[src/rtl/mcfdl_pkg.sv]
// Shared widths, register indexes and reset values for the current foldback duty limiter.
`default_nettype none
package mcfdl_pkg;
  localparam int unsigned TickMs = 10;

  localparam int unsigned CurW  = 12;
  localparam int unsigned VdW   = 17;
  localparam int unsigned VbW   = 16;
  localparam int unsigned DutyW = 17;
  localparam int unsigned CfgW  = 16;
  localparam int unsigned IdxW  = 3;
  localparam int unsigned TmrW  = 16;

  // Scaled numerator (N * limit) and divisor (Vbat * I) widths.
  localparam int unsigned NumW = 41;
  localparam int unsigned DenW = 28;

  localparam logic [IdxW-1:0] RegBoostCurrent = 3'd0;
  localparam logic [IdxW-1:0] RegNormalLimit  = 3'd1;
  localparam logic [IdxW-1:0] RegFbThreshold  = 3'd2;
  localparam logic [IdxW-1:0] RegFbLimit      = 3'd3;
  localparam logic [IdxW-1:0] RegBoostDur     = 3'd4;
  localparam logic [IdxW-1:0] RegFbTrigger    = 3'd5;
  localparam logic [IdxW-1:0] RegCoolDown     = 3'd6;
  localparam logic [IdxW-1:0] RegResistance   = 3'd7;

  localparam logic [CurW-1:0] RstBoostCurrent = 12'd1600;
  localparam logic [CurW-1:0] RstNormalLimit  = 12'd1280;
  localparam logic [CurW-1:0] RstFbThreshold  = 12'd1008;
  localparam logic [CurW-1:0] RstFbLimit      = 12'd768;
  localparam logic [TmrW-1:0] RstBoostDur     = 16'd2000;
  localparam logic [TmrW-1:0] RstFbTrigger    = 16'd10000;
  localparam logic [TmrW-1:0] RstCoolDown     = 16'd50000;
  localparam logic [TmrW-1:0] RstResistance   = 16'd50;

  localparam logic [DutyW-1:0] DutyFull = 17'd65536;
endpackage
`default_nettype wire

[src/rtl/mcfdl_div.sv]
// Bit-serial restoring divider for the duty quotient, saturating at full duty.
`default_nettype none
module mcfdl_div (
  input  wire logic                          clk_i,
  input  wire logic                          rst_ni,
  input  wire logic                          start_i,
  input  wire logic [mcfdl_pkg::NumW-1:0]    num_i,
  input  wire logic [mcfdl_pkg::DenW-1:0]    den_i,
  output logic                               done_o,
  output logic [mcfdl_pkg::DutyW-1:0]        quo_o
);
  localparam int unsigned DW = mcfdl_pkg::DenW;
  localparam int unsigned QW = mcfdl_pkg::DutyW;

  logic            busy_q, busy_d, done_q, done_d;
  logic [4:0]      cnt_q, cnt_d;
  logic [DW-1:0]   rem_q, rem_d, den_q, den_d;
  logic [QW-1:0]   sh_q, sh_d, quo_q, quo_d;
  logic [DW:0]     trial;
  logic            ge;
  logic [35:0]     top_bits;

  // Quotient below 2^17 exactly when num / 32 < den.
  assign top_bits = num_i[mcfdl_pkg::NumW-1:5];
  assign trial    = {rem_q, sh_q[QW-1]};
  assign ge       = trial >= {1'b0, den_q};

  always_comb begin
    busy_d = busy_q;
    done_d = 1'b0;
    cnt_d  = cnt_q;
    rem_d  = rem_q;
    den_d  = den_q;
    sh_d   = sh_q;
    quo_d  = quo_q;
    if (start_i) begin
      den_d = den_i;
      if (top_bits >= {8'd0, den_i}) begin
        quo_d  = mcfdl_pkg::DutyFull;
        done_d = 1'b1;
      end else begin
        rem_d  = top_bits[DW-1:0];
        sh_d   = {num_i[4:0], 12'd0};
        quo_d  = '0;
        cnt_d  = 5'(QW);
        busy_d = 1'b1;
      end
    end else if (busy_q) begin
      rem_d = ge ? DW'(trial - {1'b0, den_q}) : trial[DW-1:0];
      sh_d  = {sh_q[QW-2:0], 1'b0};
      quo_d = {quo_q[QW-2:0], ge};
      cnt_d = cnt_q - 5'd1;
      if (cnt_q == 5'd1) begin
        busy_d = 1'b0;
        done_d = 1'b1;
      end
    end
  end

  always_ff @(posedge clk_i or negedge rst_ni) begin
    if (!rst_ni) begin
      busy_q <= 1'b0;
      done_q <= 1'b0;
      cnt_q  <= '0;
    end else begin
      busy_q <= busy_d;
      done_q <= done_d;
      cnt_q  <= cnt_d;
    end
  end

  always_ff @(posedge clk_i) begin
    rem_q <= rem_d;
    den_q <= den_d;
    sh_q  <= sh_d;
    quo_q <= quo_d;
  end

  assign done_o = done_q;
  assign quo_o  = (quo_q > mcfdl_pkg::DutyFull) ? mcfdl_pkg::DutyFull : quo_q;
endmodule
`default_nettype wire

[src/rtl/motor_current_foldback_duty_limiter_top.sv]
// Top level of the motor current foldback duty limiter with IR compensation.
// Usage:
//   One input item per control tick on the s_axis group: tdata carries the
//   measured current (1/16 A), the signed desired voltage (mV) and the
//   battery voltage (mV). One result item leaves on m_axis: the Q1.16 duty,
//   the protection mode after this tick's update and the limit in force.
//   The protection machine (normal, boost, foldback) steps first; the duty
//   then follows from the new mode and limit.
// Timing: most of an item's time from acceptance to result is spent in
//   the bit-serial divider, which resolves one quotient bit a cycle over 17
//   bits. A quotient that would pass full duty skips the bit loop. Items
//   with no positive drive or a zero battery skip the divider. One item is
//   in work at a time: the next item can be accepted in the cycle after the
//   result is registered.
// Stall: the result sits in an output register; the next item is taken
//   while it waits, and finishes into that register once it is taken.
// Reset: config registers go to their documented values, the mode to normal,
//   timers to zero and the active limit to the normal limit reset value.
// Config: write cfg_we_i/cfg_idx_i/cfg_data_i only while the block is idle.
`default_nettype none
module motor_current_foldback_duty_limiter_top (
  input  wire logic        clk_i,
  input  wire logic        rst_ni,
  input  wire logic        s_axis_tvalid,
  output logic             s_axis_tready,
  // [11:0] measured_current, [28:12] desired_voltage, [44:29] battery_voltage
  input  wire logic [47:0] s_axis_tdata,
  output logic             m_axis_tvalid,
  input  wire logic        m_axis_tready,
  // [16:0] duty, [18:17] protection_mode, [30:19] active_limit
  output logic [31:0]      m_axis_tdata,
  input  wire logic        cfg_we_i,
  input  wire logic [2:0]  cfg_idx_i,
  input  wire logic [mcfdl_pkg::CfgW-1:0] cfg_data_i
);
  localparam logic [1:0] ModeNormal   = 2'd0;
  localparam logic [1:0] ModeBoost    = 2'd1;
  localparam logic [1:0] ModeFoldback = 2'd2;
  localparam logic [16:0] TickAdd = 17'(mcfdl_pkg::TickMs);

  typedef enum logic [2:0] {
    S_IDLE, S_UPD, S_SUM, S_SCALE, S_GO, S_DIV, S_OUT
  } state_e;

  state_e state_q;

  // Configuration registers.
  logic [11:0] bc_q, nl_q, thr_q, fl_q;
  logic [15:0] dur_q, trig_q, cool_q, res_q;

  // Protection state.
  logic [1:0]  mode_q, mode_d;
  logic [15:0] boost_q, boost_d, fb_q, fb_d;
  logic [11:0] lim_q, lim_d;

  // Item datapath.
  logic [11:0] cur_q;
  logic signed [16:0] vd_q;
  logic [15:0] vb_q;
  logic [27:0] ir_q, cap_q, den_q;
  logic        scale_q;
  logic signed [29:0] n_q;
  logic [40:0] num_q;
  logic [16:0] duty_q;
  logic        go_div;
  logic        div_done;
  logic [16:0] div_quo;

  logic        out_valid_q;
  logic [31:0] out_data_q;
  logic        slot_free;

  logic signed [20:0] v16;
  logic signed [29:0] v16c;
  logic [16:0] s_fb;

  assign s_axis_tready = (state_q == S_IDLE);
  assign slot_free     = !out_valid_q || m_axis_tready;
  assign go_div        = (state_q == S_GO);

  function automatic logic [15:0] sat_add(input logic [15:0] a);
    logic [16:0] s;
    s = {1'b0, a} + TickAdd;
    return s[16] ? 16'hFFFF : s[15:0];
  endfunction

  // Protection update for the current item.
  always_comb begin
    mode_d  = mode_q;
    boost_d = boost_q;
    fb_d    = fb_q;
    lim_d   = lim_q;
    s_fb    = '0;
    if (mode_q != ModeFoldback && cur_q >= thr_q) begin
      fb_d = sat_add(fb_q);
    end else if (mode_q != ModeFoldback) begin
      fb_d = '0;
    end
    if (mode_q != ModeFoldback && cur_q >= thr_q && fb_d >= trig_q) begin
      // Enter foldback and skip the rest of the update.
      mode_d  = ModeFoldback;
      lim_d   = fl_q;
      fb_d    = cool_q;
      boost_d = '0;
    end else if (mode_q == ModeBoost) begin
      boost_d = sat_add(boost_q);
      if (boost_d >= dur_q) begin
        mode_d = ModeNormal;
        lim_d  = nl_q;
      end
    end else if (mode_q == ModeFoldback) begin
      if (fb_q != '0) begin
        s_fb = {1'b0, fb_q} - TickAdd;
        fb_d = s_fb[16] ? '0 : s_fb[15:0];
      end else begin
        mode_d = ModeNormal;
        lim_d  = nl_q;
      end
    end else begin
      mode_d = ModeNormal;
      if (cur_q > bc_q) begin
        mode_d  = ModeBoost;
        boost_d = '0;
        lim_d   = bc_q;
      end
    end
  end

  assign v16  = 21'(vd_q) <<< 4;
  assign v16c = (mode_q == ModeFoldback && 30'(v16) > $signed({2'b00, cap_q}))
                ? $signed({2'b00, cap_q}) : 30'(v16);

  mcfdl_div u_div (
    .clk_i   (clk_i),
    .rst_ni  (rst_ni),
    .start_i (go_div),
    .num_i   (num_q),
    .den_i   (den_q),
    .done_o  (div_done),
    .quo_o   (div_quo)
  );

  // Configuration writes.
  always_ff @(posedge clk_i or negedge rst_ni) begin
    if (!rst_ni) begin
      bc_q   <= mcfdl_pkg::RstBoostCurrent;
      nl_q   <= mcfdl_pkg::RstNormalLimit;
      thr_q  <= mcfdl_pkg::RstFbThreshold;
      fl_q   <= mcfdl_pkg::RstFbLimit;
      dur_q  <= mcfdl_pkg::RstBoostDur;
      trig_q <= mcfdl_pkg::RstFbTrigger;
      cool_q <= mcfdl_pkg::RstCoolDown;
      res_q  <= mcfdl_pkg::RstResistance;
    end else if (cfg_we_i) begin
      case (cfg_idx_i)
        mcfdl_pkg::RegBoostCurrent: bc_q   <= cfg_data_i[11:0];
        mcfdl_pkg::RegNormalLimit:  nl_q   <= cfg_data_i[11:0];
        mcfdl_pkg::RegFbThreshold:  thr_q  <= cfg_data_i[11:0];
        mcfdl_pkg::RegFbLimit:      fl_q   <= cfg_data_i[11:0];
        mcfdl_pkg::RegBoostDur:     dur_q  <= cfg_data_i;
        mcfdl_pkg::RegFbTrigger:    trig_q <= cfg_data_i;
        mcfdl_pkg::RegCoolDown:     cool_q <= cfg_data_i;
        mcfdl_pkg::RegResistance:   res_q  <= cfg_data_i;
        default: ;
      endcase
    end
  end

  // Sequencer, protection state and output register.
  always_ff @(posedge clk_i or negedge rst_ni) begin
    if (!rst_ni) begin
      state_q     <= S_IDLE;
      mode_q      <= ModeNormal;
      boost_q     <= '0;
      fb_q        <= '0;
      lim_q       <= mcfdl_pkg::RstNormalLimit;
      out_valid_q <= 1'b0;
    end else begin
      // Drop the held result once taken, unless a new one replaces it.
      if (m_axis_tready && !(state_q == S_OUT && slot_free)) out_valid_q <= 1'b0;
      case (state_q)
        S_IDLE: if (s_axis_tvalid) state_q <= S_UPD;
        S_UPD: begin
          mode_q  <= mode_d;
          boost_q <= boost_d;
          fb_q    <= fb_d;
          lim_q   <= lim_d;
          state_q <= S_SUM;
        end
        S_SUM: state_q <= S_SCALE;
        S_SCALE: begin
          // Skip the divider when there is no drive or no battery reading.
          if (n_q <= 0 || vb_q == '0) state_q <= S_OUT;
          else state_q <= S_GO;
        end
        S_GO: state_q <= S_DIV;
        S_DIV: if (div_done) state_q <= S_OUT;
        S_OUT: begin
          if (slot_free) begin
            out_valid_q <= 1'b1;
            state_q     <= S_IDLE;
          end
        end
        default: state_q <= S_IDLE;
      endcase
    end
  end

  always_ff @(posedge clk_i) begin
    if (state_q == S_IDLE && s_axis_tvalid) begin
      cur_q <= s_axis_tdata[11:0];
      vd_q  <= $signed(s_axis_tdata[28:12]);
      vb_q  <= s_axis_tdata[44:29];
    end
    if (state_q == S_UPD) begin
      ir_q    <= {16'd0, cur_q} * {12'd0, res_q};
      cap_q   <= {16'd0, fl_q} * {12'd0, res_q};
      scale_q <= cur_q > lim_d;
      den_q   <= (cur_q > lim_d) ? ({12'd0, vb_q} * {16'd0, cur_q}) : {12'd0, vb_q};
    end
    if (state_q == S_SUM) begin
      n_q <= v16c + $signed({2'b00, ir_q});
    end
    if (state_q == S_SCALE) begin
      num_q  <= scale_q ? ({12'd0, n_q[28:0]} * {29'd0, lim_q}) : {12'd0, n_q[28:0]};
      duty_q <= (n_q <= 0) ? '0 : mcfdl_pkg::DutyFull;
    end
    if (state_q == S_DIV && div_done) duty_q <= div_quo;
    if (state_q == S_OUT && slot_free) begin
      out_data_q <= {1'b0, lim_q, mode_q, duty_q};
    end
  end

  assign m_axis_tvalid = out_valid_q;
  assign m_axis_tdata  = out_data_q;

  // Duty never exceeds full scale.
  assert property (@(posedge clk_i) disable iff (!rst_ni)
    m_axis_tvalid |-> (m_axis_tdata[16:0] <= mcfdl_pkg::DutyFull))
    else $error("duty above full scale");

  // Only one item in work: no new acceptance right after one.
  assert property (@(posedge clk_i) disable iff (!rst_ni)
    (s_axis_tvalid && s_axis_tready) |=> !s_axis_tready)
    else $error("second item accepted while busy");

  // Divider completes only while the sequencer waits for it.
  assert property (@(posedge clk_i) disable iff (!rst_ni)
    div_done |-> (state_q == S_DIV))
    else $error("divider done outside wait state");
endmodule
`default_nettype wire

[config.mk]
export PLATFORM = sky130hd
export DESIGN_NAME = motor_current_foldback_duty_limiter_top
export DESIGN_NICKNAME = d
export VERILOG_FILES = /design/src/rtl/mcfdl_pkg.sv /design/src/rtl/mcfdl_div.sv /design/src/rtl/motor_current_foldback_duty_limiter_top.sv
export SDC_FILE = /design/constraint.sdc
export NUM_CORES = 2
export LEC_CHECK = 0
export ABC_AREA = 1
export BUFFER_PORTS_ARGS = -buffer_cell sky130_fd_sc_hd__buf_4
export CELL_PAD_IN_SITES_DETAIL_PLACEMENT = 1
export CELL_PAD_IN_SITES_GLOBAL_PLACEMENT = 1
export CORE_AREA = 2 2 329 331
export CTS_CLUSTER_DIAMETER = 60
export DETAILED_ROUTE_END_ITERATION = 6
export DIE_AREA = 0 0 331 333
export GPL_ROUTABILITY_DRIVEN = 0
export HOLD_SLACK_MARGIN = 0.03
export PLACE_DENSITY_LB_ADDON = 0.1
export RECOVER_POWER = 100
export SLEW_MARGIN = 20
export SYNTH_ARGS = -nofsm -noshare
export SYNTH_HDL_FRONTEND = slang
export SYNTH_SLANG_ARGS = --single-unit
[constraint.sdc]
create_clock -name clk_i -period 7.65 [get_ports clk_i]
set_clock_uncertainty 0.05 [all_clocks]
set_input_delay 1.53 -clock clk_i [delete_from_list [all_inputs] [get_ports clk_i]]
set_output_delay 1.53 -clock clk_i [all_outputs]
set_load 0.05 [all_outputs]
### After elaboration in Yosys (flattened, before gate mapping)

Cells that the tools add are included.
W data, S select, Z words.

* logic and storage cells: 169
* input port bits: 72
* bits in writable memories: 0
* output and inout bits: 34
* memories kept: 0
* ROM bits: 0
* latch bits: 0
* register bits: 508

* bitwise gates (word level): 0
* order comparisons: 10
* reduce and logical (&&, ||, !) cells: 30
* mux-type cells: 61
* add/subtract/negate cells: 6
* shifts and indexed selects: 0
* equal/unequal tests: 24
* multipliers: 4
* divide/modulo/power cells: 0

Operator list (count)
* $mux W16: 14
* $mux W17: 10
* $mux W28: 4
* $mux W12: 6
* $mul A12 B16 Y28: 2
* $mul A29 B12 Y41: 1
* $ge A36 B28 Y1: 1
* $add A16 B4 Y17 const B: 2
* $ge A16 B16 Y1: 2
* $add A30 B29 Y30: 1
* $le A30 B1 Y1 const B: 1
* $mux W30: 1
* $ge A29 B28 Y1: 1
* $gt A21 B29 Y1: 1
* $mux W29: 1
* $mul A16 B12 Y28: 1
* $sub A28 B28 Y28: 1
* $gt A12 B12 Y1: 2
* $eq A3 B3 Y1 const B: 7
* $pmux W3 S7: 1
* $reduce_and A2 Y1: 9
* $gt A17 B17 Y1 const B: 1
* $sub A16 B4 Y17 const B: 1
* $logic_not A16 Y1: 1
* other kinds (24): 63

### Logic depth before layout (Yosys ltp)

* depth in word-level cells: 8
* gate-level depth with buffers: 45
* gate-level depth less buffers: 40

### Hierarchy

A second synthesis with hierarchy kept.

* cells, all modules: 7237
* area, all modules: 57749.1 sq um

Modules (own cells, without submodules)
* motor_current_foldback_duty_limiter_top: seq. area each 11574.9 sq um, area each 51065.2 sq um, times used 1, cells an instance 6290
* mcfdl_div: seq. area each 2517.4 sq um, area each 6683.9 sq um, times used 1, cells an instance 947

### Worst setup path after synthesis

Ideal clock, no wire load.

* path kind: reg-to-reg
* start: register fl_q[3]
* end: register cap_q[26], data pin
* buffers on the path: 2
* stages on the path, launching flop included: 22
* library setup time: 0.265 ns
* arrival: 4.846 ns
* data required time: 7.335 ns
* slack: 2.490 ns
* period minus slack after synthesis: 5.160 ns
* cells stage by stage: dfrtp_1 -> clkbuf_1 -> buf_1 -> nand2_1 -> fa_1 -> inv_1 -> fa_1 -> inv_1 -> fa_1 -> inv_1 -> fa_1 -> inv_1 -> fa_1 -> inv_1 -> ha_1 -> nand2_1 -> nor2_1 -> inv_1 -> nor4_1 -> nand3b_1 -> o211ai_1 -> xor2_1

* word-level cells in the longest chain between the ends: 1

Ends and longest elaborated chain
* start: declaration: RTL line motor_current_foldback_duty_limiter_top.sv:48 `logic [11:0] bc_q, nl_q, thr_q, fl_q;`
* start signal: assignment: RTL line motor_current_foldback_duty_limiter_top.sv:149 `fl_q <= mcfdl_pkg::RstFbLimit;`
* start signal: assignment: RTL line motor_current_foldback_duty_limiter_top.sv:159 `mcfdl_pkg::RegFbLimit: fl_q <= cfg_data_i[11:0];`
* $mul A12 B16 Y28: RTL line motor_current_foldback_duty_limiter_top.sv:217 `cap_q <= {16'd0, fl_q} * {12'd0, res_q};`
* end signal: assignment: RTL line motor_current_foldback_duty_limiter_top.sv:217
* end: declaration: RTL line motor_current_foldback_duty_limiter_top.sv:60 `logic [27:0] ir_q, cap_q, den_q;`

Every way passes these cells.
A chain may end at the register's enable or synchronous reset.

### Final worst setup path

* start: register thr_q[7]
* end: register den_q[17], data pin

* word-level cells in the longest chain between the ends: 7

Ends and longest elaborated chain
* start: declaration: RTL line motor_current_foldback_duty_limiter_top.sv:48
* start signal: assignment: RTL line motor_current_foldback_duty_limiter_top.sv:148 `thr_q <= mcfdl_pkg::RstFbThreshold;`
* start signal: assignment: RTL line motor_current_foldback_duty_limiter_top.sv:158 `mcfdl_pkg::RegFbThreshold: thr_q <= cfg_data_i[11:0];`
* $ge A12 B12 Y1 (*): RTL line motor_current_foldback_duty_limiter_top.sv:94, motor_current_foldback_duty_limiter_top.sv:99
* $logic_and A1 B1 Y1 (*): RTL line motor_current_foldback_duty_limiter_top.sv:94, motor_current_foldback_duty_limiter_top.sv:99
* $mux W16: RTL line motor_current_foldback_duty_limiter_top.sv:94 `if (mode_q != ModeFoldback && cur_q >= thr_q) begin`
* $ge A16 B16 Y1: RTL line motor_current_foldback_duty_limiter_top.sv:99 `if (mode_q != ModeFoldback && cur_q >= thr_q && fb_d >= trig_q) begin`
* $logic_and A1 B1 Y1 (*): RTL line motor_current_foldback_duty_limiter_top.sv:99
* $mux W12 (*): RTL line motor_current_foldback_duty_limiter_top.sv:99
* $gt A12 B12 Y1 (*): RTL line motor_current_foldback_duty_limiter_top.sv:219 `den_q <= (cur_q > lim_d) ? ({12'd0, vb_q} * {16'd0, cur_q}) : {12'd0, vb_q};`
* end signal: assignment: RTL line motor_current_foldback_duty_limiter_top.sv:219
* end: declaration: RTL line motor_current_foldback_duty_limiter_top.sv:60

Mark *: on every way between the ends. The rest lies on a longest branch, timed or not.

==> run metrics <==
CP peak stage delay=0.52 ns; total I/O pin count=roughly 110; CTS tree=done; maximum operating frequency=approximately 0.14 GHz; DRT iter0 DRCs=~3200; port bufs=~100; share of layout cells above drive strength 1=approximately 4.3%; most used cell, CP=nand2_1; GR Overflow Total=0; clk slew on worst S/H paths=around 0.060 ns; Post-Syn Nets=about 8400; post-CTS setup buffer count=0; flops & latches, synth=slightly below 500; register area share after synthesis=roughly 25%; DIE HEIGHT=approximately 330 um; cell area after layout=approximately 0.06 mm2; RSZ-0062 raised after global routing=false; Main synth FF type=edfxtp_1; Worst Setup End Kind=register; Worst Tran Pin Value=about 3.7 ns; dpl hpwl=138600 um; Period minus WS final=between 6 and 7 ns; Critical Path Source Type=register; Cells after Synth=around 7000; CP startpoint=thr_q[7]; Hold Crit Class=register to register; status=finished with violations; number of enable flip-flop cells after synthesis=about 330; Fin. Hold Viols=0; Critical Path End=den_q[17]; reg2reg end=den_q[17]; crit share post-route=roughly nine tenths; synthesized area=0.05711 mm2; Clock Latency Late Sink=0.66 ns; CORE AREA=~0.11 mm2; root buf cell=clkbuf_16; initial antenna violation count=2; synthesized area per cell=between 8 and 9 um2; Hold Buf Count CTS=0; first-pass GRT wire length=292400 um; NumNets Final=between 8000 and 9000; max-cap violations=19; num rows=120; leading area contributor after synthesis=fa_1; CTS Buf Count=67; TritonRoute pass-1 iters=5; Worst Path Arrival=~7.3 ns; CTS HTree Levels=3; count leader, synth=nand2_1; Post-Place Cell Area=between 0.05 and 0.06 mm2; setup violators final=0; CTS Buffer Depth=3; Area growth, synth to finish=6.925%; GRT Util Overall=roughly a third; Max transition margin=-145.7%; Worst Setup Path Type=register to register; drt total wl=184800 um; Netlist cell types=slightly above 60; pin count of the biggest net entering global routing=99; Critical-path top delay cell=dfstp_1; ANT nets after route=0; reg2reg path depth=36; CTS sink cnt=~500; Syn. warnings=0; failing checks=max-capacitance violations, max-slew violations; Synth area leaders=fa_1, edfxtp_1, nand2_1, ha_1, inv_1; r2r startpoint=thr_q[7]; vias per inst=between 5 and 6; Die X=331 um; CTS-repair resized insts=0; die area=~0.11 mm2; asr flop ratio synth=approximately 34%; CP required=about 8.0 ns; setup TNS=0 ns; count of pins over their slew limit=788; utilization after layout=57.28%; routed len/inst=approximately 22 um; DRC=0; R2R setup slack=between 0.7 and 0.8 ns; routed vias=about 48000; initial core utilization=a little over half; crit path max fanout=28; WHS=about 0.37 ns; number of global-route vias before repair=54420; antenna cells=0; share of the synthesized area in the top cell type=between 20 and 25%; Synth top cells by count=nand2_1, inv_1, fa_1
## worst max-delay path, delay by kind of cell (launching register included)
| family | cells | cell delay, ns |
|---|---|---|
| compound gates | 6 | 1.05 |
| buf+inv | 8 | 1.64 |
| flops | 1 | 0.52 |
| simple gates | 19 | 2.57 |
| fa+ha+maj | 3 | 0.90 |
## state kept, by name, indices dropped and copies added (netlist names), 12 cells and up
register and cells:
bc_q 12, u_div.quo_q 17, res_q 16, den_q 28
u_div.den_q 28, fl_q 12, thr_q 12, nl_q 12
duty_q 17, cur_q 12, cool_q 16, lim_q 12
vd_q 17, vb_q 16, fb_q 16, u_div.rem_q 28
ir_q 28, n_q 30, trig_q 16, num_q 41
cap_q 28, m_axis_tdata 31, dur_q 16, boost_q 16
## logic make-up after synthesis
| logic type | count (synthesis) | share of synthesized area, % |
|---|---|---|
| flip-flops | 496 | 24.68 |
| other | 1 | 0.006566 |
| buffers and inverters | 1765 | 11.74 |
| XOR/XNOR | 134 | 2.055 |
| AND/OR/NAND/NOR | 2871 | 20.38 |
| AO/OA/AOI/OAI | 716 | 6.833 |
| adder cells (fa/ha/maj) | 1151 | 34.31 |
## layout make-up
cell class	instances	area [um2]
Multi-Input combinational cell	4873	36320
Clock buffer	83	1787
Fill cell	13080	45540
Tap cell	1403	1755
Timing Repair Buffer	168	1035
Inverter	1482	5565
Clock inverter	40	510.5
Sequential cell	496	14090
## per-layer routing
metal | share of wire, % | vias up | track usage [%]
met5 | 0 | - | 0
met4 | 5.0 | 0 | 15.55
met3 | 5.1 | 541 | 3.513
met2 | 51 | 1515 | 60.97
met1 | 39 | 24640 | 41.10
li1 | - | 21800 | -
## how the worst min path moves through the flow
stage | slack [ns] | cells after the start | start | endpoint
after floorplan | 0.35 | 0 | duty_q[0] | m_axis_tdata[0]
after global routing | 0.37 | 0 | duty_q[8] | m_axis_tdata[8]
after CTS | 0.37 | 0 | duty_q[8] | m_axis_tdata[8]
after detailed placement | 0.36 | 0 | duty_q[0] | m_axis_tdata[0]
after global placement | 0.35 | 0 | duty_q[16] | m_axis_tdata[16]
final | 0.37 | 0 | duty_q[8] | m_axis_tdata[8]
## stage by stage
step                      worst slack (ns)  cells
after floorplan                      2.490   7134
after global placement               1.373   8420
after detailed placement             1.093   8420
after CTS                            1.048   8543
after global routing                0.2685   8545
final                               0.7171   8545
## layout by cell type (no fill, tap or decap), types with 40 or more instances in the layout
cell type	instances
o21ai_0	334
xnor2_1	56
fa_1	692
dfrtp_1	132
clkbuf_16	67
inv_1	1471
nand2_1	2021
clkbuf_1	70
edfxtp_1	327
nor3_1	51
a21oi_1	255
ha_1	459
nor2_1	402
xor2_1	78
nand3_1	235
buf_4	67
nand4_1	82
clkbuf_4	40
Power is not shown: default switching activity piles up to over one toggle a cycle in this logic, so the estimate is an artifact.
